**src/hdl/nnu_pkg.sv**
```systemverilog
// ----------------------------------------------------------------------------
// nnu_pkg
// Shared widths, register indexes and types of the nearest-neighbor
// upsampler.
// ----------------------------------------------------------------------------
package nnu_pkg;

  localparam int unsigned MAX_WIDTH_DEF  = 1024;
  localparam int unsigned MAX_STRIDE_DEF = 8;
  localparam int unsigned MAX_HEIGHT     = 1024;
  localparam int unsigned MAX_PLANES     = 4096;

  localparam int unsigned SAMPLE_W  = 32;
  localparam int unsigned SCALE_W   = 24;
  localparam int unsigned SUM_W     = 40;
  localparam int unsigned POS_W     = 13;
  localparam int unsigned PLANE_W   = 12;
  localparam int unsigned ROW_W     = 10;
  localparam int unsigned WIDTH_W   = 11;
  localparam int unsigned HEIGHT_W  = 11;
  localparam int unsigned COUNT_W   = 13;
  localparam int unsigned STRIDE_W  = 4;
  localparam int unsigned REG_IDX_W = 3;

  typedef enum logic [REG_IDX_W-1:0] {
    REG_IN_WIDTH      = 3'd0,
    REG_IN_HEIGHT     = 3'd1,
    REG_PLANE_COUNT   = 3'd2,
    REG_STRIDE        = 3'd3,
    REG_SCALE         = 3'd4,
    REG_BACKWARD_MODE = 3'd5
  } reg_idx_e;

  typedef struct packed {
    logic [WIDTH_W-1:0]        in_width;
    logic [HEIGHT_W-1:0]       in_height;
    logic [COUNT_W-1:0]        plane_count;
    logic [STRIDE_W-1:0]       stride;
    logic signed [SCALE_W-1:0] scale;
    logic                      backward_mode;
  } cfg_t;

  typedef struct packed {
    logic [ROW_W-1:0]   row;
    logic [PLANE_W-1:0] plane;
    logic               first;
    logic               last;
  } tag_t;

  typedef struct packed {
    logic signed [SAMPLE_W-1:0] value;
    logic [POS_W-1:0]           base_x;
    logic [POS_W-1:0]           base_y;
    logic [PLANE_W-1:0]         plane;
    logic                       emit;
    logic                       single;
  } emit_item_t;

endpackage

```
**src/hdl/nnu_if.sv**
```systemverilog


interface nnu_out_if;
  logic                                valid;
  logic                                ready;
  logic signed [nnu_pkg::SAMPLE_W-1:0] result_value;
  logic [nnu_pkg::POS_W-1:0]           pos_x;
  logic [nnu_pkg::POS_W-1:0]           pos_y;
  logic [nnu_pkg::PLANE_W-1:0]         plane_index;
  logic                                last_of_run;

  modport source (output valid, output result_value, output pos_x, output pos_y,
                  output plane_index, output last_of_run, input ready);
  modport sink (input valid, input result_value, input pos_x, input pos_y,
                input plane_index, input last_of_run, output ready);
endinterface


```
**src/hdl/nnu_emit.sv**
```systemverilog
// ----------------------------------------------------------------------------
// nnu_emit
// Replicate each forward result over its block; drive the output register.
// ----------------------------------------------------------------------------
module nnu_emit #(
  parameter int unsigned MaxStride = nnu_pkg::MAX_STRIDE_DEF
) (
  input  logic                clk_i,
  input  logic                rst_ni,
  input  nnu_pkg::cfg_t       cfg_i,
  input  logic                item_valid_i,
  input  nnu_pkg::emit_item_t item_i,
  output logic                item_ready_o,
  nnu_out_if.source           out_rsp
);

  localparam int unsigned SW   = $clog2(MaxStride);
  localparam int unsigned PosW = nnu_pkg::POS_W;

  logic                          p4_v_q;
  nnu_pkg::emit_item_t           item_q;
  logic [SW-1:0]                 dx_q, dx_d, dy_q, dy_d;
  logic                          out_v_q, out_v_d;
  logic signed [nnu_pkg::SAMPLE_W-1:0] res_q;
  logic [PosW-1:0]               pos_x_q, pos_y_q;
  logic [nnu_pkg::PLANE_W-1:0]   plane_q;
  logic                          last_q;
  logic                          dx_end, dy_end, copy_last, out_free, send, take;

  assign dx_end    = 32'(dx_q) == 32'(cfg_i.stride) - 32'd1;
  assign dy_end    = 32'(dy_q) == 32'(cfg_i.stride) - 32'd1;
  assign copy_last = item_q.single || (dx_end && dy_end);
  assign out_free  = !out_v_q || out_rsp.ready;
  assign send      = p4_v_q && item_q.emit && out_free;
  assign take      = p4_v_q && (!item_q.emit || (out_free && copy_last));

  assign item_ready_o = !p4_v_q || take;
  assign out_v_d      = send || (out_v_q && !out_rsp.ready);

  always_comb begin
    dx_d = dx_q;
    dy_d = dy_q;
    if (take) begin
      dx_d = '0;
      dy_d = '0;
    end else if (send) begin
      if (dx_end) begin
        dx_d = '0;
        dy_d = dy_q + SW'(1);
      end else begin
        dx_d = dx_q + SW'(1);
      end
    end
  end

  always_ff @(posedge clk_i or negedge rst_ni) begin
    if (!rst_ni) begin
      p4_v_q  <= 1'b0;
      out_v_q <= 1'b0;
      dx_q    <= '0;
      dy_q    <= '0;
    end else begin
      if (item_ready_o) begin
        p4_v_q <= item_valid_i;
      end
      out_v_q <= out_v_d;
      dx_q    <= dx_d;
      dy_q    <= dy_d;
    end
  end

  always_ff @(posedge clk_i) begin
    if (item_ready_o) begin
      item_q <= item_i;
    end
    if (send) begin
      res_q   <= item_q.value;
      pos_x_q <= item_q.base_x + PosW'(dx_q);
      pos_y_q <= item_q.base_y + PosW'(dy_q);
      plane_q <= item_q.plane;
      last_q  <= copy_last;
    end
  end

  assign out_rsp.valid        = out_v_q;
  assign out_rsp.result_value = res_q;
  assign out_rsp.pos_x        = pos_x_q;
  assign out_rsp.pos_y        = pos_y_q;
  assign out_rsp.plane_index  = plane_q;
  assign out_rsp.last_of_run  = last_q;

endmodule

```
**src/flat_wrapper.sv**
```systemverilog
// flat-port wrapper written by rule: the top's interface ports become plain ports
module nnu_emit_flat 
#(
  parameter int unsigned MaxStride = nnu_pkg::MAX_STRIDE_DEF
)
  (clk_i, rst_ni, cfg_i, item_valid_i, item_i, item_ready_o, out_rsp_valid, out_rsp_result_value, out_rsp_pos_x, out_rsp_pos_y, out_rsp_plane_index, out_rsp_last_of_run, out_rsp_ready);
  nnu_out_if out_rsp_i ();
  input  logic clk_i;
  input  logic rst_ni;
  input  nnu_pkg::cfg_t cfg_i;
  input  logic item_valid_i;
  input  nnu_pkg::emit_item_t item_i;
  output logic item_ready_o;
  output wire logic [$bits(out_rsp_i.valid)-1:0] out_rsp_valid;
  output wire logic [$bits(out_rsp_i.result_value)-1:0] out_rsp_result_value;
  output wire logic [$bits(out_rsp_i.pos_x)-1:0] out_rsp_pos_x;
  output wire logic [$bits(out_rsp_i.pos_y)-1:0] out_rsp_pos_y;
  output wire logic [$bits(out_rsp_i.plane_index)-1:0] out_rsp_plane_index;
  output wire logic [$bits(out_rsp_i.last_of_run)-1:0] out_rsp_last_of_run;
  input wire logic [$bits(out_rsp_i.ready)-1:0] out_rsp_ready;
  assign out_rsp_valid = out_rsp_i.valid;
  assign out_rsp_result_value = out_rsp_i.result_value;
  assign out_rsp_pos_x = out_rsp_i.pos_x;
  assign out_rsp_pos_y = out_rsp_i.pos_y;
  assign out_rsp_plane_index = out_rsp_i.plane_index;
  assign out_rsp_last_of_run = out_rsp_i.last_of_run;
  assign out_rsp_i.ready = out_rsp_ready;
  nnu_emit #(.MaxStride(MaxStride)) u_core (.clk_i(clk_i), .rst_ni(rst_ni), .cfg_i(cfg_i), .item_valid_i(item_valid_i), .item_i(item_i), .item_ready_o(item_ready_o), .out_rsp(out_rsp_i));
endmodule
```
**config.mk**
```make
export PLATFORM = sky130hd
export DESIGN_NAME = nnu_emit_flat
export DESIGN_NICKNAME = d
export VERILOG_FILES = /design/src/hdl/nnu_pkg.sv /design/src/hdl/nnu_if.sv /design/src/hdl/nnu_emit.sv /design/src/flat_wrapper.sv
export SDC_FILE = /design/constraint.sdc
export NUM_CORES = 1
export LEC_CHECK = 0
export ABC_AREA = 1
export BUFFER_PORTS_ARGS = -buffer_cell sky130_fd_sc_hd__buf_2
export CAP_MARGIN = 15
export CORE_ASPECT_RATIO = 1.1
export CORE_MARGIN = 1.5
export CORE_UTILIZATION = 40
export DETAILED_ROUTE_END_ITERATION = 10
export PLACE_DENSITY = 0.73
export SETUP_SLACK_MARGIN = 0.3
export SLEW_MARGIN = 40
export SYNTH_ARGS = -nofsm -noshare
export SYNTH_HDL_FRONTEND = slang
export SYNTH_SLANG_ARGS = --single-unit
```
**constraint.sdc**
```tcl
create_clock -name clk_i -period 5.1 [get_ports clk_i]
set_clock_uncertainty 0.1 [all_clocks]
set_input_delay 0.51 -clock clk_i [delete_from_list [all_inputs] [get_ports clk_i]]
set_output_delay 0.51 -clock clk_i [all_outputs]
set_load 0.1 [all_outputs]
```
==> reports/results.tsv <==
metric	value	unit
drtIter0Drc	144	
fin_crit_sh	0.6118	
yosysMostFrequentCell	edfxtp_1	
startpoint	cfg_i[25]	
vias	3077	
grt_pass1_vias	3195	
ios	213	
rsz0062_at_grt	false	
p_total	3.377	mW
start_util	0.4131	
ys_warn_count	0	
grt_max_degree	47	
hold_ws	0.1625	ns
cellLeakagePower	2.976	nW
crit_end	item_ready_o	
layout.cells.non_filler	684	
htreeDepth	4	
antenna_found_initial	1	
drc	0	
cts_post_setup_buffers_inserted	0	
clk_latency	0.42	ns
final_antenna_net_count	0	
r2r-end	u_core.item_q[30]	
endpoint_kind	output pin	
wl	9581	um
rows	44	
clock_path_buffers	2	
grt_overflow	0	
drv_slew	0	
critPathLaunchType	input port	
async_reset_ff_frac	0.05298	
hp-start	item_i[57]	
ys_ff_latch	151	
crit_arrival	2.51	ns
yosysSeqAreaShare	0.8165	
dieArea	0.01447	mm^2
die_w	114.8	um
crit_type	input port to output pin	
vdd_drop_max	0.0002896	V
grt_usage	0.1424	
timing.fmax	0.3205	GHz
synth_fp_nets	461	
syn_avg_cell_area	17.75	um^2
nets	637	
crit_chain	buf_2 > inv_2 > ha_1 > nand2_1 > inv_1 > nor2_1 > nand2_1 > nor2_1 > nand3_2 > nand2_4 > nand2_4 > nand3_4 > buf_2	
gp_congestion	0.7566	
grt_pass1_wl	15120	um
crit_slowest_cell	buf_2	
status	finished clean	
setup_viol	0	
io_buffers	152	
worstReg2RegStart	u_core.dx_q[1]	
fin_crit	3.120	ns
synth_common_cells	edfxtp_1, nand2_1, inv_1	
r2r_setup_slack	2.57	ns
synth_area_leader_cell	edfxtp_1	
syn2layout_area_growth	31.03	%
syn-cell-area	0.005504	mm^2
slew_headroom	0.5867	
cts_tree	built	
reg2reg_depth	10	
fillers	1108	
dp_hpwl	6889	um
netlist.area_leader.share	0.7802	
maxCapViolations	0	
cts.clk_slew.worst_paths	0.06	ns
die_h	126.0	um
vias_per_cell	4.499	
fp.coreArea	0.01332	mm^2
ys_top_cells_by_area	edfxtp_1, dfrtp_1, nand2_1, xor2_1, ha_1	
dp_cells	650	
firstDrtPassIters	4	
worst-slew-pin-transition	0.6200	ns
synthDistinctLibCells	28	
hp-class	input port to flip-flop	
clock-sinks	151	
synth_cells	310	
slowest_delay	0.51	ns
synth_edf_count	143	
cp_max_fo	29	
cts_buffers	17	
drive_gt1_frac	0.4289	
p_per_area	468.3	mW/mm^2
synth_ff_type	edfxtp_1	
finalHoldViolCount	0	
cts-root-buf	clkbuf_16	
post_drt_wl_per_cell	14.01	um
fin_util	0.5413	
critPathRequiredTime	4.49	ns
setup_tns	0	ns
==> worst min path at each step <==
stage / end / slack (ns) / depth (start not counted)
final: u_core.item_q[57] / 0.16 / 1
after detailed placement: u_core.out_rsp.valid / 0.27 / 1
after floorplan: u_core.dx_q[0] / 0.11 / 0
after CTS: u_core.item_q[25] / 0.15 / 1
after global placement: u_core.out_rsp.valid / 0.26 / 1
after global routing: u_core.item_q[50] / 0.14 / 1
==> cell usage in the layout, fill, tap and decap left out, types with 2 or more instances in the layout <==
cell type,n
xnor2_1,9
o211ai_1,3
clkinv_4,2
clkbuf_16,17
edfxtp_1,143
nor2_2,3
inv_8,3
inv_2,4
xor2_1,13
nand3_2,4
nor2_1,13
bufinv_16,3
nand2_1,37
buf_2,152
nor3b_2,2
o21ai_2,2
fa_1,2
nand2_4,4
inv_6,6
buf_8,2
ha_1,9
nand4_1,9
dfrtp_1,8
nand3_1,7
inv_1,26
==> power by group <==
part / total, mW / internal (mW) / switching [mW]
clock: 1.31 / 0.790 / 0.517
sequential: 1.53 / 1.49 / 0.0409
combinational: 0.536 / 0.0913 / 0.445
==> flip-flops by register name, indices dropped and copies added (netlist names) <==
| name | flops |
|---|---|
| u_core.dx_q | 3 |
| u_core.dy_q | 3 |
| u_core.item_q | 72 |
| u_core.out_rsp.last_of_run | 1 |
| u_core.out_rsp.plane_index | 12 |
| u_core.out_rsp.pos_x | 13 |
| u_core.out_rsp.pos_y | 13 |
| u_core.out_rsp.result_value | 32 |
| u_core.out_rsp.valid | 1 |
| u_core.p4_v_q | 1 |
==> routing by layer <==
| layer | vias to the layer above | GRT usage | part of all wire | routed length (um) |
|---|---|---|---|---|
| met3 | 17 | 0.07267 | 0.10 | 979 |
| met5 | - | 0 | 0.0014 | 13 |
| li1 | 1478 | - | - | - |
| met4 | 2 | 0.06609 | 0.018 | 177 |
| met2 | 136 | 0.2314 | 0.50 | 4782 |
| met1 | 1444 | 0.1542 | 0.38 | 3627 |
==> final cells by class <==
class                   count  area (um^2)  share of cell area
repair buffers            157        828.3              0.1149
multi-input cells         129        917.1              0.1272
clock buffers              17        425.4             0.05899
well taps                 184        230.2             0.03192
inverters                  30        112.6             0.01561
diodes                      1        2.502           0.0003470
flip-flops and latches    151         4494              0.6232
clock inverters            15        201.4             0.02793
==> through the flow <==
step / setup WS (ns) / area [um^2]
6_report: 1.980 / 7212
3_5_place_dp: 1.986 / 6573
5_1_grt: 1.860 / 7209
4_1_cts: 1.987 / 7209
3_3_place_gp: 2.035 / 6543
2_1_floorplan: 1.273 / 5509
==> critical path: cells and delay by family <==
family | cells | cell delay (ns)
adders and majority gates | 1 | 0.35
buffers and inverters | 4 | 0.73
and+or+nand+nor | 8 | 0.90
==> what timing repair did <==
action                                 in CTS  in global routing
hold buffers                                1                  0
endpoints found under the hold margin       8                  0
gates resized for setup                     0                  0
==> cells by family (layout without fill, tap and decap cells) <==
logic type	Yosys count	in the layout	share of synthesized area
DFF	151	151	0.8165
and+or+nand+nor	84	84	0.08047
buffers and inverters	30	219	0.02046
xor gates and xnor gates	24	24	0.04092
adders and majority gates	11	11	0.02773
AOI/OAI and AO/OA	10	10	0.01387
other	0	1	0
Note: power is estimated with default switching activity, not from simulation.
