<file path="src/hdl/nnu_pkg.sv">
// ----------------------------------------------------------------------------
// nnu_pkg
// Shared widths, register indexes and types of the nearest-neighbor
// upsampler.
// ----------------------------------------------------------------------------
package nnu_pkg;

  localparam int unsigned MAX_WIDTH_DEF  = 1024;
  localparam int unsigned MAX_STRIDE_DEF = 8;
  localparam int unsigned MAX_HEIGHT     = 1024;
  localparam int unsigned MAX_PLANES     = 4096;

  localparam int unsigned SAMPLE_W  = 32;
  localparam int unsigned SCALE_W   = 24;
  localparam int unsigned SUM_W     = 40;
  localparam int unsigned POS_W     = 13;
  localparam int unsigned PLANE_W   = 12;
  localparam int unsigned ROW_W     = 10;
  localparam int unsigned WIDTH_W   = 11;
  localparam int unsigned HEIGHT_W  = 11;
  localparam int unsigned COUNT_W   = 13;
  localparam int unsigned STRIDE_W  = 4;
  localparam int unsigned REG_IDX_W = 3;

  typedef enum logic [REG_IDX_W-1:0] {
    REG_IN_WIDTH      = 3'd0,
    REG_IN_HEIGHT     = 3'd1,
    REG_PLANE_COUNT   = 3'd2,
    REG_STRIDE        = 3'd3,
    REG_SCALE         = 3'd4,
    REG_BACKWARD_MODE = 3'd5
  } reg_idx_e;

  typedef struct packed {
    logic [WIDTH_W-1:0]        in_width;
    logic [HEIGHT_W-1:0]       in_height;
    logic [COUNT_W-1:0]        plane_count;
    logic [STRIDE_W-1:0]       stride;
    logic signed [SCALE_W-1:0] scale;
    logic                      backward_mode;
  } cfg_t;

  typedef struct packed {
    logic [ROW_W-1:0]   row;
    logic [PLANE_W-1:0] plane;
    logic               first;
    logic               last;
  } tag_t;

  typedef struct packed {
    logic signed [SAMPLE_W-1:0] value;
    logic [POS_W-1:0]           base_x;
    logic [POS_W-1:0]           base_y;
    logic [PLANE_W-1:0]         plane;
    logic                       emit;
    logic                       single;
  } emit_item_t;

endpackage

</file>
<file path="src/hdl/nnu_seq.sv">
// ----------------------------------------------------------------------------
// nnu_seq
// Position counters: tag each accepted request with column, row, plane and
// block-corner flags.
// ----------------------------------------------------------------------------
module nnu_seq #(
  parameter int unsigned MaxWidth  = nnu_pkg::MAX_WIDTH_DEF,
  parameter int unsigned MaxStride = nnu_pkg::MAX_STRIDE_DEF,
  localparam int unsigned XW = $clog2(MaxWidth)
) (
  input  logic           clk_i,
  input  logic           rst_ni,
  input  nnu_pkg::cfg_t  cfg_i,
  input  logic           clear_i,
  input  logic           step_i,
  output logic [XW-1:0]  xi_o,
  output nnu_pkg::tag_t  tag_o
);

  localparam int unsigned SW = $clog2(MaxStride);
  localparam int unsigned RW = nnu_pkg::ROW_W;
  localparam int unsigned PW = nnu_pkg::PLANE_W;

  logic [XW-1:0] xi_q, xi_d;
  logic [RW-1:0] yi_q, yi_d;
  logic [PW-1:0] pl_q, pl_d;
  logic [SW-1:0] sx_q, sx_d, sy_q, sy_d;
  logic          sx_end, sy_end, sx_wrap, sy_wrap, x_end, y_end, p_end;

  assign sx_end  = 32'(sx_q) == 32'(cfg_i.stride) - 32'd1;
  assign sy_end  = 32'(sy_q) == 32'(cfg_i.stride) - 32'd1;
  assign sx_wrap = !cfg_i.backward_mode || sx_end;
  assign sy_wrap = !cfg_i.backward_mode || sy_end;
  assign x_end   = 32'(xi_q) == 32'(cfg_i.in_width) - 32'd1;
  assign y_end   = 32'(yi_q) == 32'(cfg_i.in_height) - 32'd1;
  assign p_end   = 32'(pl_q) == 32'(cfg_i.plane_count) - 32'd1;

  always_comb begin
    xi_d = xi_q;
    yi_d = yi_q;
    pl_d = pl_q;
    sx_d = sx_q;
    sy_d = sy_q;
    if (clear_i) begin
      xi_d = '0;
      yi_d = '0;
      pl_d = '0;
      sx_d = '0;
      sy_d = '0;
    end else if (step_i) begin
      if (!sx_wrap) begin
        sx_d = sx_q + SW'(1);
      end else begin
        sx_d = '0;
        if (!x_end) begin
          xi_d = xi_q + XW'(1);
        end else begin
          xi_d = '0;
          if (!sy_wrap) begin
            sy_d = sy_q + SW'(1);
          end else begin
            sy_d = '0;
            if (!y_end) begin
              yi_d = yi_q + RW'(1);
            end else begin
              yi_d = '0;
              pl_d = p_end ? '0 : pl_q + PW'(1);
            end
          end
        end
      end
    end
  end

  always_ff @(posedge clk_i or negedge rst_ni) begin
    if (!rst_ni) begin
      xi_q <= '0;
      yi_q <= '0;
      pl_q <= '0;
      sx_q <= '0;
      sy_q <= '0;
    end else begin
      xi_q <= xi_d;
      yi_q <= yi_d;
      pl_q <= pl_d;
      sx_q <= sx_d;
      sy_q <= sy_d;
    end
  end

  assign xi_o        = xi_q;
  assign tag_o.row   = yi_q;
  assign tag_o.plane = pl_q;
  assign tag_o.first = (sx_q == '0) && (sy_q == '0);
  assign tag_o.last  = sx_end && sy_end;

endmodule

</file>
<file path="config.mk">
export PLATFORM = sky130hd
export DESIGN_NAME = nnu_seq
export DESIGN_NICKNAME = d
export VERILOG_FILES = /design/src/hdl/nnu_pkg.sv /design/src/hdl/nnu_seq.sv
export SDC_FILE = /design/constraint.sdc
export NUM_CORES = 1
export LEC_CHECK = 0
export ABC_AREA = 0
export BUFFER_PORTS_ARGS = -buffer_cell sky130_fd_sc_hd__buf_2
export CORE_AREA = 4 4 77 97
export DETAILED_ROUTE_END_ITERATION = 16
export DIE_AREA = 0 0 81 101
export MAX_ROUTING_LAYER = met4
export PLACE_DENSITY = 0.82
export SYNTH_ARGS = -nofsm -noshare
export SYNTH_HDL_FRONTEND = slang
export SYNTH_SLANG_ARGS = --single-unit
</file>
<file path="constraint.sdc">
create_clock -name clk_i -period 3.1 [get_ports clk_i]
set_input_delay 0 -clock clk_i [delete_from_list [all_inputs] [get_ports clk_i]]
set_output_delay 0 -clock clk_i [all_outputs]
set_load 0.01 [all_outputs]
</file>
==> impl_results.html <==
<table>
<tr><th>Metric</th><th>Value</th></tr>
<tr><th colspan="2">Status</th></tr>
<tr><td>Status</td><td>complete, no violations</td></tr>
<tr><th colspan="2">Final layout</th></tr>
<tr><td>Filler instances</td><td>610</td></tr>
<tr><td>Area growth syn-to-layout</td><td>17.96%</td></tr>
<tr><td>Total inserted antenna cells</td><td>0</td></tr>
<tr><td>Final-stage net count</td><td>569</td></tr>
<tr><td>Share of post-route cells with drive strength above 1</td><td>0.2118</td></tr>
<tr><th colspan="2">Yosys</th></tr>
<tr><td>Share of Yosys cell area claimed by the top area cell type</td><td>0.2820</td></tr>
<tr><td>Most used flip-flop cell after synthesis</td><td>sky130_fd_sc_hd__dfrtp_1</td></tr>
<tr><td>Net count of the mapped netlist</td><td>493</td></tr>
<tr><td>Synthesized instance count</td><td>414</td></tr>
<tr><td>Share of async-settable or async-resettable flops after synthesis</td><td>1.000</td></tr>
<tr><td>Most used standard cell by instance count after synthesis</td><td>sky130_fd_sc_hd__nor2_1</td></tr>
<tr><td>Synth warn</td><td>0</td></tr>
<tr><td>Count of state elements after synthesis</td><td>38</td></tr>
<tr><td>Mean post-synth cell area</td><td>8.145 um^2</td></tr>
<tr><td>Area of the mapped netlist</td><td>3372 um^2</td></tr>
<tr><td>Share of synthesized area occupied by flip-flops and latches</td><td>0.2820</td></tr>
<tr><td>Number of flops mapped to enable cells by yosys</td><td>0</td></tr>
<tr><td>Synth unique cells</td><td>64</td></tr>
<tr><td>Cell taking the most area after synthesis</td><td>sky130_fd_sc_hd__dfrtp_1</td></tr>
<tr><td>Top cells by area in the synthesized netlist</td><td>sky130_fd_sc_hd__dfrtp_1, sky130_fd_sc_hd__xnor2_1, sky130_fd_sc_hd__xor2_1, sky130_fd_sc_hd__nor2_1, sky130_fd_sc_hd__ha_1</td></tr>
<tr><td>Top cell types by occurrence after synthesis</td><td>sky130_fd_sc_hd__nor2_1, sky130_fd_sc_hd__dfrtp_1, sky130_fd_sc_hd__nand2_1</td></tr>
<tr><th colspan="2">Setup path</th></tr>
<tr><td>Worst setup EP type</td><td>register</td></tr>
<tr><td>CP Data Required Time</td><td>3330 ps</td></tr>
<tr><td>Type of origin of the critical path</td><td>register</td></tr>
<tr><td>Origin of the critical flop-to-flop path</td><td>xi_o[2]</td></tr>
<tr><td>Arrival @ worst endpoint</td><td>3100 ps</td></tr>
<tr><td>Highest fanout seen on the critical path</td><td>10</td></tr>
<tr><td>Crit Path Category</td><td>register to register</td></tr>
<tr><td>Launching instance or port of the critical path</td><td>xi_o[2]</td></tr>
<tr><th colspan="2">Clock network</th></tr>
<tr><td>Clk sinks</td><td>38</td></tr>
<tr><td>TritonCTS clock tree</td><td>yes</td></tr>
<tr><td>TritonCTS buffer count</td><td>5</td></tr>
<tr><td>Clock tree root buffer cell</td><td>sky130_fd_sc_hd__clkbuf_8</td></tr>
<tr><td>Skew-Pair Late Insertion Delay</td><td>290 ps</td></tr>
<tr><td>Number of H-tree levels</td><td>2</td></tr>
<tr><td>Maximum count of clock buffers along a single path</td><td>2</td></tr>
<tr><td>Clock-pin slew on the worst setup and hold paths</td><td>80 ps</td></tr>
<tr><th colspan="2">Place</th></tr>
<tr><td>Pre-CTS setup slack</td><td>34.09 ps</td></tr>
<tr><td>Number of input and output port buffers inserted</td><td>77</td></tr>
<tr><td>Dpl hpwl</td><td>6645 um</td></tr>
<tr><td>Placer's final routability congestion estimate</td><td>0.8871</td></tr>
<tr><th colspan="2">Global routing</th></tr>
<tr><td>Largest net degree at the start of global routing</td><td>39</td></tr>
<tr><td>GRT Residual Overflow</td><td>0</td></tr>
<tr><td>Total global-route track usage</td><td>0.2215</td></tr>
<tr><td>Global-route wire length before repair</td><td>14320 um</td></tr>
<tr><td>Initial antenna violation count</td><td>0</td></tr>
<tr><td>Via count of the first global-routing pass</td><td>3273</td></tr>
<tr><th colspan="2">Power and ir drop</th></tr>
<tr><td>Static leakage</td><td>1.884 nW</td></tr>
<tr><td>Power Total</td><td>0.001130 W</td></tr>
<tr><td>Pwr/cell area</td><td>284.2 nW/um^2</td></tr>
<tr><td>Maximum ir drop on the vdd rail</td><td>293.8 uV</td></tr>
<tr><th colspan="2">Routing</th></tr>
<tr><td>Routed WL</td><td>8564 um</td></tr>
<tr><td>Drt first pass iters</td><td>4</td></tr>
<tr><td>Wirelength per Cell</td><td>14.82 um</td></tr>
<tr><td>Routed vias</td><td>3396</td></tr>
<tr><td>Mean number of vias per cell</td><td>5.875</td></tr>
<tr><td>Post-route DRC violation count</td><td>0</td></tr>
<tr><td>Remaining antenna violation count</td><td>0</td></tr>
<tr><td>Iteration-0 DRC Markers</td><td>194</td></tr>
<tr><th colspan="2">Die</th></tr>
<tr><td>Area of the placeable core</td><td>6524 um^2</td></tr>
<tr><td>Number of placed I/O pins</td><td>102</td></tr>
<tr><td>Initial core utilization</td><td>0.5169</td></tr>
<tr><td>Overall die area</td><td>8181 um^2</td></tr>
<tr><td>Die height</td><td>101 um</td></tr>
<tr><td>Std-Cell Rows</td><td>33</td></tr>
<tr><td>Horizontal die dimension</td><td>81 um</td></tr>
<tr><th colspan="2">Timing</th></tr>
<tr><td>Share of the cycle needed by the critical path after routing</td><td>0.9261</td></tr>
<tr><td>Final-layout worst hold slack</td><td>23.11 ps</td></tr>
<tr><td>Final Setup Violations</td><td>0</td></tr>
<tr><td>Maximum clock rate</td><td>0.3483 GHz</td></tr>
<tr><td>Least-Margin Pin Slew</td><td>899.8 ps</td></tr>
<tr><td>Smallest setup slack after layout</td><td>229.1 ps</td></tr>
<tr><td>Post-layout min period</td><td>2871 ps</td></tr>
<tr><td>Worst clock skew</td><td>7.865 ps</td></tr>
<tr><td>Slew Limit Fails</td><td>0</td></tr>
<tr><td>Final count of hold timing violations</td><td>0</td></tr>
<tr><td>Remaining max-slew budget at the tightest pin</td><td>0.4001</td></tr>
<tr><th colspan="2">Min path</th></tr>
<tr><td>Worst Hold Class</td><td>primary input to register</td></tr>
<tr><td>Beginning of the worst hold path</td><td>step_i</td></tr>
<tr><th colspan="2">Job</th></tr>
<tr><td>Max Cap Violations</td><td>0</td></tr>
</table>
-- power by group --
group | total, W | leakage, nW | switching [W] | internal (W)
sequential | 0.000521 | 0.527 | 0.0000165 | 0.000505
combinational | 0.000245 | 1.31 | 0.000138 | 0.000107
clock | 0.000364 | 0.0472 | 0.000185 | 0.000179
total | 0.00113 | 1.88 | 0.000340 | 0.000790
-- through the flow --
| step | TNS [ps] | utilization | std cells | instance area (um^2) |
|---|---|---|---|---|
| global placement | 0 | 0.5890 | 568 | 3842 |
| detailed placement | 0 | 0.5890 | 568 | 3842 |
| CTS | 0 | 0.6051 | 577 | 3948 |
| finish | 0 | 0.6097 | 578 | 3978 |
| global route | -36.57 | 0.6097 | 578 | 3978 |
| floorplan | 0 | - | 414 | 3372 |
-- path summary, 6_finish.rpt --
check,end,depth (start not counted),slack (ps)
worst max register to register,yi_q[8],9,230
max in group asynchronous,pl_q[5],2,2160
worst max-delay path,yi_q[8],9,230
worst min register to register,sy_q[0],1,570
min in group asynchronous,sx_q[0],2,370
worst min-delay path,sx_q[1],3,20
-- metal layers --
layer,share of wire,track usage
met1,0.42,0.2451
met2,0.52,0.4016
met3,0.041,0.03041
met4,0.019,0.07412
met5,0,-
-- flip-flops by register name (all words and copies together), names as in the netlist --
name  flops
pl_q     12
sy_q      3
yi_q     10
xi_o     10
sx_q      3
-- repair_timing --
action / CTS / global route
hold buffers: 1 / 0
setup buffers: 0 / 1
setup endpoints to repair: 0 / 14
gates resized for setup: 0 / 4
hold endpoints to repair: 38 / 0
-- layout by cell type, fill, tap and decap left out, drive strengths merged, types with 3 or more instances in the layout --
cell type and instances:
mux2i 3, or3 6, nor3b 3, o31ai 5
a22o 10, nand4 8, nor2 43, nand3b 4
a31oi 3, a32oi 3, nor2b 11, a211oi 3
clkbuf 6, a21o 11, xnor2 25, ha 11
and3 7, o21ai 20, nand4b 3, nand2 27
a21oi 13, inv 24, nand3 22, nor4 8
or4 3, nor3 11, buf 81, mux2 3
xor2 23, nand2b 8, dfrtp 38, o211ai 4
-- final cells by class --
class / instances / area (um^2) / share of cell area
multi-input cells: 339 / 2307 / 0.5801
well taps: 87 / 108.9 / 0.02737
clock buffers: 6 / 82.58 / 0.02076
clock inverters: 2 / 12.51 / 0.003146
inverters: 24 / 90.09 / 0.02265
repair buffers: 82 / 425.4 / 0.1070
flip-flops and latches: 38 / 950.9 / 0.2391
-- cells by family (layout without fill, tap and decap cells) --
group,after synthesis,after routing,share of synthesized area
compound gates,95,95,0.2015
xor+xnor,49,49,0.1314
fa+ha+maj,11,11,0.04082
buf+inv,37,114,0.04230
flops,38,38,0.2820
mux,6,6,0.01892
simple gates,178,178,0.2831
-- critical path: stages, from the launching register on --
cell and delay (ps):
sky130_fd_sc_hd__dfrtp_1 490, sky130_fd_sc_hd__o21ba_2 250, sky130_fd_sc_hd__a221oi_1 290, sky130_fd_sc_hd__a41oi_1 100, sky130_fd_sc_hd__nor4_2 280, sky130_fd_sc_hd__buf_4 180, sky130_fd_sc_hd__nand3_2 140, sky130_fd_sc_hd__or3b_4 460
sky130_fd_sc_hd__or4_1 470, sky130_fd_sc_hd__a21oi_1 140
(Power assumes the default switching activity.)
