[src/hdl/nnu_pkg.sv]
// ----------------------------------------------------------------------------
// nnu_pkg
// Shared widths, register indexes and types of the nearest-neighbor
// upsampler.
// ----------------------------------------------------------------------------
package nnu_pkg;

  localparam int unsigned MAX_WIDTH_DEF  = 1024;
  localparam int unsigned MAX_STRIDE_DEF = 8;
  localparam int unsigned MAX_HEIGHT     = 1024;
  localparam int unsigned MAX_PLANES     = 4096;

  localparam int unsigned SAMPLE_W  = 32;
  localparam int unsigned SCALE_W   = 24;
  localparam int unsigned SUM_W     = 40;
  localparam int unsigned POS_W     = 13;
  localparam int unsigned PLANE_W   = 12;
  localparam int unsigned ROW_W     = 10;
  localparam int unsigned WIDTH_W   = 11;
  localparam int unsigned HEIGHT_W  = 11;
  localparam int unsigned COUNT_W   = 13;
  localparam int unsigned STRIDE_W  = 4;
  localparam int unsigned REG_IDX_W = 3;

  typedef enum logic [REG_IDX_W-1:0] {
    REG_IN_WIDTH      = 3'd0,
    REG_IN_HEIGHT     = 3'd1,
    REG_PLANE_COUNT   = 3'd2,
    REG_STRIDE        = 3'd3,
    REG_SCALE         = 3'd4,
    REG_BACKWARD_MODE = 3'd5
  } reg_idx_e;

  typedef struct packed {
    logic [WIDTH_W-1:0]        in_width;
    logic [HEIGHT_W-1:0]       in_height;
    logic [COUNT_W-1:0]        plane_count;
    logic [STRIDE_W-1:0]       stride;
    logic signed [SCALE_W-1:0] scale;
    logic                      backward_mode;
  } cfg_t;

  typedef struct packed {
    logic [ROW_W-1:0]   row;
    logic [PLANE_W-1:0] plane;
    logic               first;
    logic               last;
  } tag_t;

  typedef struct packed {
    logic signed [SAMPLE_W-1:0] value;
    logic [POS_W-1:0]           base_x;
    logic [POS_W-1:0]           base_y;
    logic [PLANE_W-1:0]         plane;
    logic                       emit;
    logic                       single;
  } emit_item_t;

endpackage

[src/hdl/nnu_if.sv]


interface nnu_cfg_if;
  logic                              valid;
  logic                              ready;
  logic [nnu_pkg::REG_IDX_W-1:0]     reg_index;
  logic [nnu_pkg::SCALE_W-1:0]       wdata;

  modport source (output valid, output reg_index, output wdata, input ready);
  modport sink (input valid, input reg_index, input wdata, output ready);
endinterface

[src/hdl/nnu_cfg.sv]
// ----------------------------------------------------------------------------
// nnu_cfg
// Register file: clamps sizes on write and flags a counter restart.
// ----------------------------------------------------------------------------
module nnu_cfg #(
  parameter int unsigned MaxWidth  = nnu_pkg::MAX_WIDTH_DEF,
  parameter int unsigned MaxStride = nnu_pkg::MAX_STRIDE_DEF
) (
  input  logic           clk_i,
  input  logic           rst_ni,
  nnu_cfg_if.sink        cfg_req,
  output nnu_pkg::cfg_t  cfg_o,
  output logic           clear_o
);

  localparam nnu_pkg::cfg_t CfgReset = '{
    in_width:      11'd1,
    in_height:     11'd1,
    plane_count:   13'd1,
    stride:        4'd2,
    scale:         24'sd65536,
    backward_mode: 1'b0
  };

  nnu_pkg::cfg_t cfg_q, cfg_d;
  logic [31:0]   width_c, height_c, count_c, stride_c;

  function automatic logic [31:0] clamp_hi(logic [31:0] v, logic [31:0] hi);
    logic [31:0] r;
    r = (v == 32'd0) ? 32'd1 : v;
    if (r > hi) r = hi;
    return r;
  endfunction

  assign width_c  = clamp_hi(32'(cfg_req.wdata[nnu_pkg::WIDTH_W-1:0]), MaxWidth);
  assign height_c = clamp_hi(32'(cfg_req.wdata[nnu_pkg::HEIGHT_W-1:0]),
                             32'(nnu_pkg::MAX_HEIGHT));
  assign count_c  = clamp_hi(32'(cfg_req.wdata[nnu_pkg::COUNT_W-1:0]),
                             32'(nnu_pkg::MAX_PLANES));
  assign stride_c = clamp_hi(32'(cfg_req.wdata[nnu_pkg::STRIDE_W-1:0]), MaxStride);

  assign cfg_req.ready = 1'b1;

  always_comb begin
    cfg_d   = cfg_q;
    clear_o = 1'b0;
    if (cfg_req.valid) begin
      clear_o = 1'b1;
      case (cfg_req.reg_index)
        nnu_pkg::REG_IN_WIDTH:      cfg_d.in_width = width_c[nnu_pkg::WIDTH_W-1:0];
        nnu_pkg::REG_IN_HEIGHT:     cfg_d.in_height = height_c[nnu_pkg::HEIGHT_W-1:0];
        nnu_pkg::REG_PLANE_COUNT:   cfg_d.plane_count = count_c[nnu_pkg::COUNT_W-1:0];
        nnu_pkg::REG_STRIDE:        cfg_d.stride = stride_c[nnu_pkg::STRIDE_W-1:0];
        nnu_pkg::REG_SCALE:         cfg_d.scale = cfg_req.wdata;
        nnu_pkg::REG_BACKWARD_MODE: cfg_d.backward_mode = cfg_req.wdata[0];
        default:                    clear_o = 1'b0;
      endcase
    end
  end

  always_ff @(posedge clk_i or negedge rst_ni) begin
    if (!rst_ni) begin
      cfg_q <= CfgReset;
    end else begin
      cfg_q <= cfg_d;
    end
  end

  assign cfg_o = cfg_q;

endmodule

[src/flat_wrapper.sv]
// flat-port wrapper written by rule: the top's interface ports become plain ports
module nnu_cfg_flat 
#(
  parameter int unsigned MaxWidth  = nnu_pkg::MAX_WIDTH_DEF,
  parameter int unsigned MaxStride = nnu_pkg::MAX_STRIDE_DEF
)
  (clk_i, rst_ni, cfg_o, clear_o, cfg_req_valid, cfg_req_reg_index, cfg_req_wdata, cfg_req_ready);
  nnu_cfg_if cfg_req_i ();
  input  logic clk_i;
  input  logic rst_ni;
  output nnu_pkg::cfg_t cfg_o;
  output logic clear_o;
  input wire logic [$bits(cfg_req_i.valid)-1:0] cfg_req_valid;
  input wire logic [$bits(cfg_req_i.reg_index)-1:0] cfg_req_reg_index;
  input wire logic [$bits(cfg_req_i.wdata)-1:0] cfg_req_wdata;
  output wire logic [$bits(cfg_req_i.ready)-1:0] cfg_req_ready;
  assign cfg_req_i.valid = cfg_req_valid;
  assign cfg_req_i.reg_index = cfg_req_reg_index;
  assign cfg_req_i.wdata = cfg_req_wdata;
  assign cfg_req_ready = cfg_req_i.ready;
  nnu_cfg #(.MaxWidth(MaxWidth), .MaxStride(MaxStride)) u_core (.clk_i(clk_i), .rst_ni(rst_ni), .cfg_req(cfg_req_i), .cfg_o(cfg_o), .clear_o(clear_o));
endmodule
[config.mk]
export PLATFORM = sky130hd
export DESIGN_NAME = nnu_cfg_flat
export DESIGN_NICKNAME = d
export VERILOG_FILES = /design/src/hdl/nnu_pkg.sv /design/src/hdl/nnu_if.sv /design/src/hdl/nnu_cfg.sv /design/src/flat_wrapper.sv
export SDC_FILE = /design/constraint.sdc
export NUM_CORES = 1
export LEC_CHECK = 0
export ABC_AREA = 1
export BUFFER_PORTS_ARGS = -buffer_cell sky130_fd_sc_hd__buf_2
export CAP_MARGIN = 40
export CORE_UTILIZATION = 49
export DETAILED_ROUTE_END_ITERATION = 10
export GPL_TIMING_DRIVEN = 0
export MAX_ROUTING_LAYER = met4
export PLACE_DENSITY = 0.91
export SETUP_SLACK_MARGIN = 0.5
export SLEW_MARGIN = 40
export SYNTH_ARGS = -nofsm -noshare
export SYNTH_HDL_FRONTEND = slang
export SYNTH_SLANG_ARGS = --single-unit
[constraint.sdc]
create_clock -name clk_i -period 1 [get_ports clk_i]
set_input_delay 0.2 -clock clk_i [delete_from_list [all_inputs] [get_ports clk_i]]
set_output_delay 0.2 -clock clk_i [all_outputs]
set_load 0.01 [all_outputs]
==> out/metrics.cfg, run 1 <==
[synthesis]
synthesis.area_mm2 = 0.00266
ys_seq_area_share_pct = 60.4
ys_ff_latch = 64
yosysWarnings = 0
post-synth-top-count-cell = nand2_1
syn_nets = 295
netlist-cell-type-count = 27
synth_edf_count = 0
async_flop_share_pct = 100
synth_commonest_cells = nand2_1, dfrtp_1, inv_1, o21ai_0, o21ai_1
ys_top_cells_by_area = dfrtp_1, nand2_1, mux2_4
syn_avg_cell_area_um2 = 10.0
synth_cells = 265
yosys.area.top_type = dfrtp_1
synth.top_cell.area_share_pct = 55.5
synth_ff_type = dfrtp_1

[floorplan]
num_rows = 26
die_y_um = 75.7
dieWidth_um = 75.7
ios = 96
start_util_pct = 51.5

[run_status]
stop_stage = global routing
firstError = [ERROR GRT-0232] Routing congestion too high. Check the congestion heatmap in the GUI.
outcome = stopped before the end

[cts]
clock_sinks = 64
cts_buffers = 9
h-tree-depth = 3
cts_root_buf = clkbuf_8
clock_path_buffers = 2

[placed_design]
pre_cts_slack_ns = -0.272
gp_congestion = 0.857
portBuffers = 93
detailed_place_hpwl_mm = 4.80
numPlacedInstances = 428

[global_routing]
grt_overflow = 124
grt_start_max_net_pins = 65
gr-usage-all-layers_pct = 84.2

[sta]
worst_endpoint_kind = output port
worst_endpoint = cfg_o[53]

## cells by family after synthesis
| group | Yosys count | synth area share (%) |
|---|---|---|
| AND/OR/NAND/NOR | 120 | 19.0 |
| buffers and inverters | 29 | 5.31 |
| AO/OA/AOI/OAI | 36 | 7.10 |
| flip-flops | 64 | 60.4 |
| other | 1 | 0.141 |
| multiplexers | 15 | 8.04 |
## per-stage QoR
| step | area, um^2 | setup TNS [ns] |
|---|---|---|
| floorplan | 2840 | 0 |
| global placement | 3390 | -35.79 |
| detailed placement | 3390 | -11.46 |
| CTS | 4360 | -4.62 |
## per-layer routing
metal / track usage, % / overflow
met4: 97.5 / 40
met3: 58.5 / 1
met2: 102 / 81
met1: 79.7 / 2
met5: - / -
## repair_timing
item	in CTS
setup endpoints to repair	133
resized for setup	125
cloned	5
setup buffers	38
pin swaps	30
endpoints found under the hold margin	59
==> run 2: changes to the inputs <==
- CORE_UTILIZATION: 49 -> 40
- MAX_ROUTING_LAYER: met4 -> unset
- PLACE_DENSITY: 0.91 -> unset
- PLACE_DENSITY_LB_ADDON: unset -> 0.15
- SETUP_SLACK_MARGIN: 0.5 -> unset
==> run 2 against run 1 <==
The flow now finishes, with violations (negative setup slack). Synthesized cell count is the same. Synthesized area is the same.
==> out/metrics.cfg, run 2 <==
[sta]
drv_slew = 0
fin_ws_ns = -0.190
rsz0062_at_grt = true
hold_viol_final = 0
setup_violations = 64
period_minus_slack_ns = 1.19
setup_tns_ns = -3.94
fin_crit_sh_pct = 119
fmaxAchievable_ghz = 0.841
skew_ns = 0

[run_status]
violations = negative setup slack
outcome = finished, violations left

[route]
route.met2.wl_mm = 3.09
vias = 2297
drt-vias-per-instance = 4.69
routed.top_layer = met4
drc = 0
wl_met1_mm = 3.16
dr_wl_met3_um = 341
drt-wirelength-per-cell_um = 13.6
routed_wl_mm = 6.67
first_pass_iters = 4
ant_nets = 0
dr.first_iter.drc_count = 104

[synthesis]
synthesis.area_mm2 = 0.00266
syn_avg_cell_area_um2 = 10.0
yosysWarnings = 0
ys_seq_area_share_pct = 60.4
synth_commonest_cells = nand2_1, dfrtp_1, inv_1, o21ai_0, o21ai_1
netlist-cell-type-count = 27
ys_top_cells_by_area = dfrtp_1, nand2_1, mux2_4
syn_nets = 295
yosys.area.top_type = dfrtp_1
synth.top_cell.area_share_pct = 55.5
synth_edf_count = 0
post-synth-top-count-cell = nand2_1
ys_ff_latch = 64
synth_ff_type = dfrtp_1
synth_cells = 265
async_flop_share_pct = 100

[critical_path]
r2r_slack_ns = 0.03
critPathMaxStageDelay_ns = 0.56
cp_data_required_time_ns = 0.80
arrival_ns = 0.99
worst-path-max-fanout = 2
cp-start-kind = flip-flop
crit_chain = buf_6
worstReg2RegStart = u_core.cfg_o[15]
crit_slowest_cell = dfstp_2
worstReg2RegEnd = u_core.cfg_o[15]
criticalPathCategory = flip-flop to primary output
end_kind = primary output
critPathTopFamily = flip-flops
path_buf_inv = 1
reg2reg_depth = 3

[power_and_ir_drop]
p_int_mw = 6.10
ir_drop_mv = 1.06
p_sw_mw = 2.10
powerDensity_mw_per_mm2 = 2110
clkPwrFrac_pct = 36.1
switching_share_pct = 25.6
p_leak_nw = 2.17
seqPwrFrac_pct = 40.4
power_frac_comb_pct = 23.4

[min_path]
holdCritPathClass = input port to flip-flop
min_to = u_core.cfg_o[14]
holdPathStages = 2
hp-start = cfg_req_wdata[13]

[cts]
path_clk_slew_ns = 0.08
clock_path_buffers = 2
clock_sinks = 64
h-tree-depth = 3
insertion_delay_ns = 0.33
cts_buffers = 9
cts_root_buf = clkbuf_8
cts_tree = built

[global_routing]
grt_pass1_vias = 2266
grt_overflow = 0
grt_start_max_net_pins = 36
grt_pass1_wl_mm = 11.1
antenna_found_initial = 0
gr-usage-all-layers_pct = 20.4

[placed_design]
portBuffers = 93
gp_congestion = 0.721
detailed_place_hpwl_mm = 4.57

[cells_and_area]
fillers = 566
final_cell_mix = nand2_1, buf_2, dfrtp_1, buf_4, inv_1
final_common_cell = nand2_1
area_growth_pct = 46.0
drive_gt1_share_pct = 45.5
diodes = 0
nets = 438
fin_util_pct = 60.9
largest_register_ffs = 64

[floorplan]
start_util_pct = 41.7
num_rows = 29
coreArea_mm2 = 0.00639
die-area_mm2 = 0.00699
die_y_um = 83.6
dieWidth_um = 83.6
ios = 96

[flow_run]
cap_violations = 0

## run 2: cell counts after synthesis
Identical to the previous run, type by type.
## run 2: logic make-up (layout without fill, tap and decap cells)
kind of cell | count (synthesis) | after routing | share of synthesized area [%]
buf+inv | 29 | 177 | 5.31
simple gates | 120 | 120 | 19.0
flops | 64 | 64 | 60.4
other cells | 1 | 1 | 0.141
compound gates | 36 | 36 | 7.10
mux | 15 | 15 | 8.04
## run 2: stage by stage
| step | hold slack, ns | cells | worst slack (ns) | total power, mW | area (um^2) |
|---|---|---|---|---|---|
| after floorplan | -0.0956 | 265 | 0.000439 | 4.09 | 2670 |
| after global placement | 0.432 | 435 | -0.511 | 4.76 | 3230 |
| after detailed placement | 0.162 | 436 | -0.254 | 4.81 | 3260 |
| after CTS | 0.0798 | 476 | -0.206 | 8.07 | 3740 |
| after global routing | 0.0787 | 490 | -0.218 | 8.59 | 3890 |
| final | 0.0902 | 490 | -0.190 | 8.20 | 3890 |
## run 2: worst max-delay path by stage
| stage | cells after the start | slack [ns] | start | end |
|---|---|---|---|---|
| 5_1_grt | 1 | -0.22 | u_core.cfg_o[53] | cfg_o[53] |
| 2_1_floorplan | 4 | 0.0004 | cfg_req_reg_index[1] | u_core.cfg_o[14] |
| 3_5_place_dp | 5 | -0.25 | cfg_req_reg_index[1] | u_core.cfg_o[7] |
| 4_1_cts | 1 | -0.21 | u_core.cfg_o[53] | cfg_o[53] |
| 3_3_place_gp | 1 | -0.51 | rst_ni | u_core.cfg_o[22] |
| 6_report | 1 | -0.19 | u_core.cfg_o[53] | cfg_o[53] |
## run 2: layout make-up
class	count	area [um^2]	area share, %
sequential	64	1610	41.4
multi-input combinational	172	921	23.7
timing repair buffer	132	848	21.8
clock buffer	10	138	3.54
clock inverter	6	130	3.35
tap	77	96.3	2.48
buffer	11	77.6	2.00
inverter	18	67.6	1.74
## run 2: repair_timing
action / in CTS / in global routing
endpoints found under the setup margin: 64 / 68
hold buffers: 1 / 0
resized for setup: 6 / 7
pin swaps: 0 / 0
setup buffers: 23 / 14
endpoints found under the hold margin: 26 / 0
cloned: 0 / 0
## run 2: power groups by stage
stage	clock, mW	sequential [mW]	combinational (mW)
floorplan	0	3.56	0.530
global placement	0	3.33	1.43
detailed placement	0	3.34	1.47
CTS	3.02	3.30	1.76
global route	3.13	3.36	2.10
finish	2.96	3.31	1.92
## run 2: routing by layer
layer	up-vias	track usage (%)
met5	-	0
met4	0	8.78
met3	8	4.65
met2	64	31.9
met1	1099	27.3
li1	1126	-
Power figures use the tool's default switching activity.
==> run 3: changes to the inputs <==
- CORE_ASPECT_RATIO: unset -> 1.25
==> run 3 against run 2 <==
The run still ends with negative setup slack left. Largest power group unchanged. Utilization is 0.79 points higher. Critical path type unchanged. Power is 5.4% lower. Sequential share of layout area is 0.12 points higher. Flip-flop and latch count stayed put. Setup slack better by 0.011 ns. Via count is 0.30% lower. Count of clock-buffer cells in the layout is 3 higher. Non-clock buffer count stayed put.
==> out/metrics.cfg, run 3 (synthesis gave the netlist of run 2 again) <==
[placed_design]
numPlacedInstances = 444
gp_congestion = 0.804
detailed_place_hpwl_mm = 4.57
portBuffers = 93

[cells_and_area]
diodes = 0
nets = 439
fillers = 566
largest_register_ffs = 64
stdcell_count = 499
drive_gt1_share_pct = 45.2
final_common_cell = nand2_1
area_growth_pct = 45.5
final_cell_mix = nand2_1, buf_2, dfrtp_1, buf_4

[route]
drt-wirelength-per-cell_um = 13.8
drt-vias-per-instance = 4.59
ant_nets = 0
drc = 0
first_pass_iters = 4
routed_wl_mm = 6.86
dr.first_iter.drc_count = 96
vias = 2290

[global_routing]
grt_pass1_vias = 2195
gr-usage-met3_pct = 5.06
grt_overflow = 0
antenna_found_initial = 0
gr-usage-all-layers_pct = 20.4
use_met2_pct = 34.5
grt_start_max_net_pins = 39
busiest_layer = met2
use_met1_pct = 24.4
grt_pass1_wl_mm = 10.4

[sta]
period_minus_slack_ns = 1.18
fin_crit_sh_pct = 118
rsz0062_at_grt = true
skew_ns = 0
fin_ws_ns = -0.179
fmaxAchievable_ghz = 0.848
hold_viol_final = 0
drv_slew = 0
setup_violations = 65

[power_and_ir_drop]
fin_total_pwr_mw = 7.76
ir_drop_mv = 1.19
p_leak_nw = 2.16
powerDensity_mw_per_mm2 = 2000

[cts]
cts_root_buf = clkbuf_8
cts_tree = built
clock_path_buffers = 2
insertion_delay_ns = 0.33
h-tree-depth = 3
cts_buffers = 9
path_clk_slew_ns = 0.07
clock_sinks = 64

[run_status]
outcome = finished, violations left
violations = negative setup slack

[min_path]
hp-start = cfg_req_wdata[22]
holdCritPathClass = input port to flip-flop

[flow_run]
cap_violations = 0

[floorplan]
coreArea_mm2 = 0.00629
die_y_um = 93.2
num_rows = 32
ios = 96
dieWidth_um = 75.0
die-area_mm2 = 0.00699
start_util_pct = 42.4

[critical_path]
critPathMaxStageDelay_ns = 0.55
cp_data_required_time_ns = 0.80
critical_path.startpoint = u_core.cfg_o[42]
worstReg2RegStart = u_core.cfg_o[20]
arrival_ns = 0.98
end_kind = primary output
critPathTopFamily = flip-flops
crit_chain = buf_6
path_buf_inv = 1
worst-path-max-fanout = 2
criticalPathCategory = flip-flop to primary output
crit_slowest_cell = dfstp_2
cp-start-kind = flip-flop

## run 3: final cells by class
class                   instances  area, um^2  area share (%)
plain buffers                  11        77.6            2.00
clock buffers                  13         159            4.10
clock inverters                 3        65.1            1.68
inverters                      18        67.6            1.74
multi-input cells             173         927            23.9
repair buffers                132         865            22.3
well taps                      85         106            2.74
flip-flops and latches         64        1610            41.5
## run 3: per-layer routing
metal	up-vias	wire [um]
met5	-	0
met4	0	102
met3	8	360
met2	67	3440
met1	1091	2960
li1	1124	-
## run 3: final timing paths
path / to / slack, ns / cells past startpoint
setup / recovery: cfg_o[42] / -0.18 / 1
hold / removal: u_core.cfg_o[23] / 0.09 / 2
setup reg to reg: u_core.cfg_o[20] / 0 / 3
hold reg to reg: u_core.cfg_o[37] / 0.48 / 2
max in group asynchronous: u_core.cfg_o[29] / 0.15 / 3
min in group asynchronous: u_core.cfg_o[57] / 0.30 / 2
## run 3: metrics by stage
| stage | utilization (%) | area, um^2 | TNS [ns] | setup slack, ns | hold slack, ns |
|---|---|---|---|---|---|
| floorplan | - | 2670 | 0 | 0.000439 | -0.0956 |
| global placement | 51.6 | 3240 | -44.44 | -0.523 | 0.431 |
| detailed placement | 52.0 | 3270 | -13.46 | -0.304 | 0.140 |
| CTS | 58.9 | 3700 | -4.93 | -0.201 | 0.0706 |
| global route | 61.6 | 3870 | -6.37 | -0.213 | 0.0778 |
| finish | 61.6 | 3870 | -3.65 | -0.179 | 0.0912 |
## run 3: report_power, final
part | switching, mW | leakage (nW) | internal, mW
sequential | 0.243 | 0.800 | 3.06
combinational | 0.866 | 1.24 | 1.10
clock | 0.941 | 0.114 | 1.54
total | 2.05 | 2.16 | 5.71
## run 3: what timing repair did
| action | 4_1_cts | 5_1_grt |
|---|---|---|
| hold buffers | 1 | 0 |
| endpoints found under the hold margin | 25 | 0 |
| cloned | 0 | 1 |
| setup endpoints to repair | 64 | 79 |
| gates resized for setup | 7 | 9 |
| pin swaps | 0 | 3 |
| setup buffers | 21 | 16 |
==> run 4: changes to the inputs <==
- PLACE_DENSITY: unset -> 0.67
- PLACE_DENSITY_LB_ADDON: 0.15 -> unset
==> run 4 against run 3 <==
Utilization grew 1.6 points. Global-route usage shrank 0.85 points. Critical endpoint is now cfg_o[17]. Sequential share of layout area shrank 1.0 points. The run still ends with negative setup slack left. Flip-flop and latch count is the same. Clock skew is the same. Count of clock-buffer cells in the layout shrank 1. Register-to-register slack lost 0.02 ns. Largest power group unchanged.
==> out/metrics.cfg, run 4 (synthesis gave the netlist of run 2 again) <==
[run_status]
outcome = finished, violations left
violations = negative setup slack

[cts]
cts_tree = built
h-tree-depth = 3
path_clk_slew_ns = 0.07
clock_path_buffers = 2
cts_root_buf = clkbuf_8
clock_sinks = 64
insertion_delay_ns = 0.33
cts_buffers = 9

[route]
dr_wl_met3_um = 448
ant_nets = 0
vias = 2324
drt-wirelength-per-cell_um = 14.0
route.met2.wl_mm = 3.61
routed_wl_mm = 7.07
drc = 0
drt-vias-per-instance = 4.61
first_pass_iters = 4
wl_met1_mm = 2.93
routed.top_layer = met4
dr.first_iter.drc_count = 124

[critical_path]
criticalPathCategory = flip-flop to primary output
reg2reg_depth = 3
worstReg2RegStart = u_core.cfg_o[7]
critical_path.endpoint = cfg_o[17]
crit_slowest_cell = dfstp_2
r2r_slack_ns = -0.02
worst-path-max-fanout = 2
arrival_ns = 0.99
crit_chain = buf_6
critPathTopFamily = flip-flops
cp-start-kind = flip-flop
path_buf_inv = 1
cp.depth = 1
critPathMaxStageDelay_ns = 0.55
worstReg2RegEnd = u_core.cfg_o[7]
end_kind = primary output
critical_path.startpoint = u_core.cfg_o[17]
cp_data_required_time_ns = 0.80

[sta]
fmaxAchievable_ghz = 0.842
setup_violations = 66
fin_ws_ns = -0.187
rsz0062_at_grt = true
holdWs_ns = 0.0883
drv_slew = 0
period_minus_slack_ns = 1.19
setup_tns_ns = -4.20
skew_ns = 0
fin_crit_sh_pct = 119
hold_viol_final = 0

[cells_and_area]
final_cell_mix = nand2_1, buf_2, dfrtp_1, buf_4, buf_6
final_common_cell = nand2_1
nets = 445
largest_register_ffs = 64
drive_gt1_share_pct = 46.3
stdcell_count = 504
diodes = 0
area_growth_pct = 49.2
fillers = 521
design_area_mm2 = 0.00397

[floorplan]
die-area_mm2 = 0.00699
start_util_pct = 42.4
coreArea_mm2 = 0.00629
die_y_um = 93.2
ios = 96
num_rows = 32
dieWidth_um = 75.0

[global_routing]
antenna_found_initial = 0
grt_start_max_net_pins = 37
grt_pass1_vias = 2160
grt_overflow = 0
grt_pass1_wl_mm = 10.1
gr-usage-all-layers_pct = 19.6

[power_and_ir_drop]
clkPwrFrac_pct = 31.2
p_int_mw = 5.80
powerDensity_mw_per_mm2 = 1990
p_leak_nw = 2.21
p_sw_mw = 2.11
ir_drop_mv = 1.00
seqPwrFrac_pct = 42.1
power_frac_comb_pct = 26.6
switching_share_pct = 26.7

[min_path]
holdCritPathClass = input port to flip-flop
holdPathStages = 2

[placed_design]
portBuffers = 93
detailed_place_hpwl_mm = 4.56
numPlacedInstances = 444
pre_cts_slack_ns = -0.272
gp_congestion = 0.719
placed_cell_area_mm2 = 0.00327

[flow_run]
cap_violations = 0

==> run 4: cell types whose count changed in the layout (fill, tap and decap cells not counted), sizes merged <==
cell,change
clkbuf,-1
buf,+7
nand2,-1
==> run 4: final cells by class <==
class | count | area, um^2 | area share (%)
flip-flops and latches | 64 | 1610 | 40.5
repair buffers | 139 | 967 | 24.3
multi-input cells | 172 | 927 | 23.3
clock buffers | 12 | 155 | 3.90
well taps | 85 | 106 | 2.68
plain buffers | 11 | 77.6 | 1.95
inverters | 18 | 67.6 | 1.70
clock inverters | 3 | 65.1 | 1.64
==> run 4: power groups by stage <==
stage               clock, mW  sequential [mW]  combinational, mW
floorplan                   0             3.56              0.530
global placement            0             3.32               1.44
detailed placement          0             3.34               1.46
CTS                      2.51             3.29               1.79
global route             2.63             3.39               2.31
finish                   2.47             3.34               2.11
==> run 4: per-stage QoR <==
stage               power [mW]  utilization [%]
floorplan                 4.09                -
global placement          4.75             51.6
detailed placement        4.80             52.0
CTS                       7.59             59.3
global route              8.33             63.2
finish                    7.92             63.2
==> run 4: how the worst min path moves through the flow <==
stage / startpoint / to / slack, ns
after CTS: cfg_req_wdata[13] / u_core.cfg_o[14] / 0.08
after floorplan: rst_ni / u_core.cfg_o[0] / -0.1
after global routing: cfg_req_wdata[16] / u_core.cfg_o[17] / 0.08
after detailed placement: rst_ni / u_core.cfg_o[48] / 0.15
final: cfg_req_wdata[13] / u_core.cfg_o[14] / 0.09
after global placement: cfg_req_wdata[9] / u_core.cfg_o[38] / 0.43
==> run 4: metal layers <==
metal | vias to the layer above | GRT usage [%]
met5 | - | 0
met4 | 0 | 8.02
met1 | 1097 | 24.3
met3 | 8 | 5.93
met2 | 85 | 31.4
li1 | 1134 | -
==> run 4: timing repair <==
item / in CTS / in global routing
buffers inserted: 25 / 19
setup endpoints to repair: 64 / 77
hold buffers: 1 / 0
hold endpoints to repair: 25 / 0
pin swaps: 0 / 2
resized for setup: 7 / 19
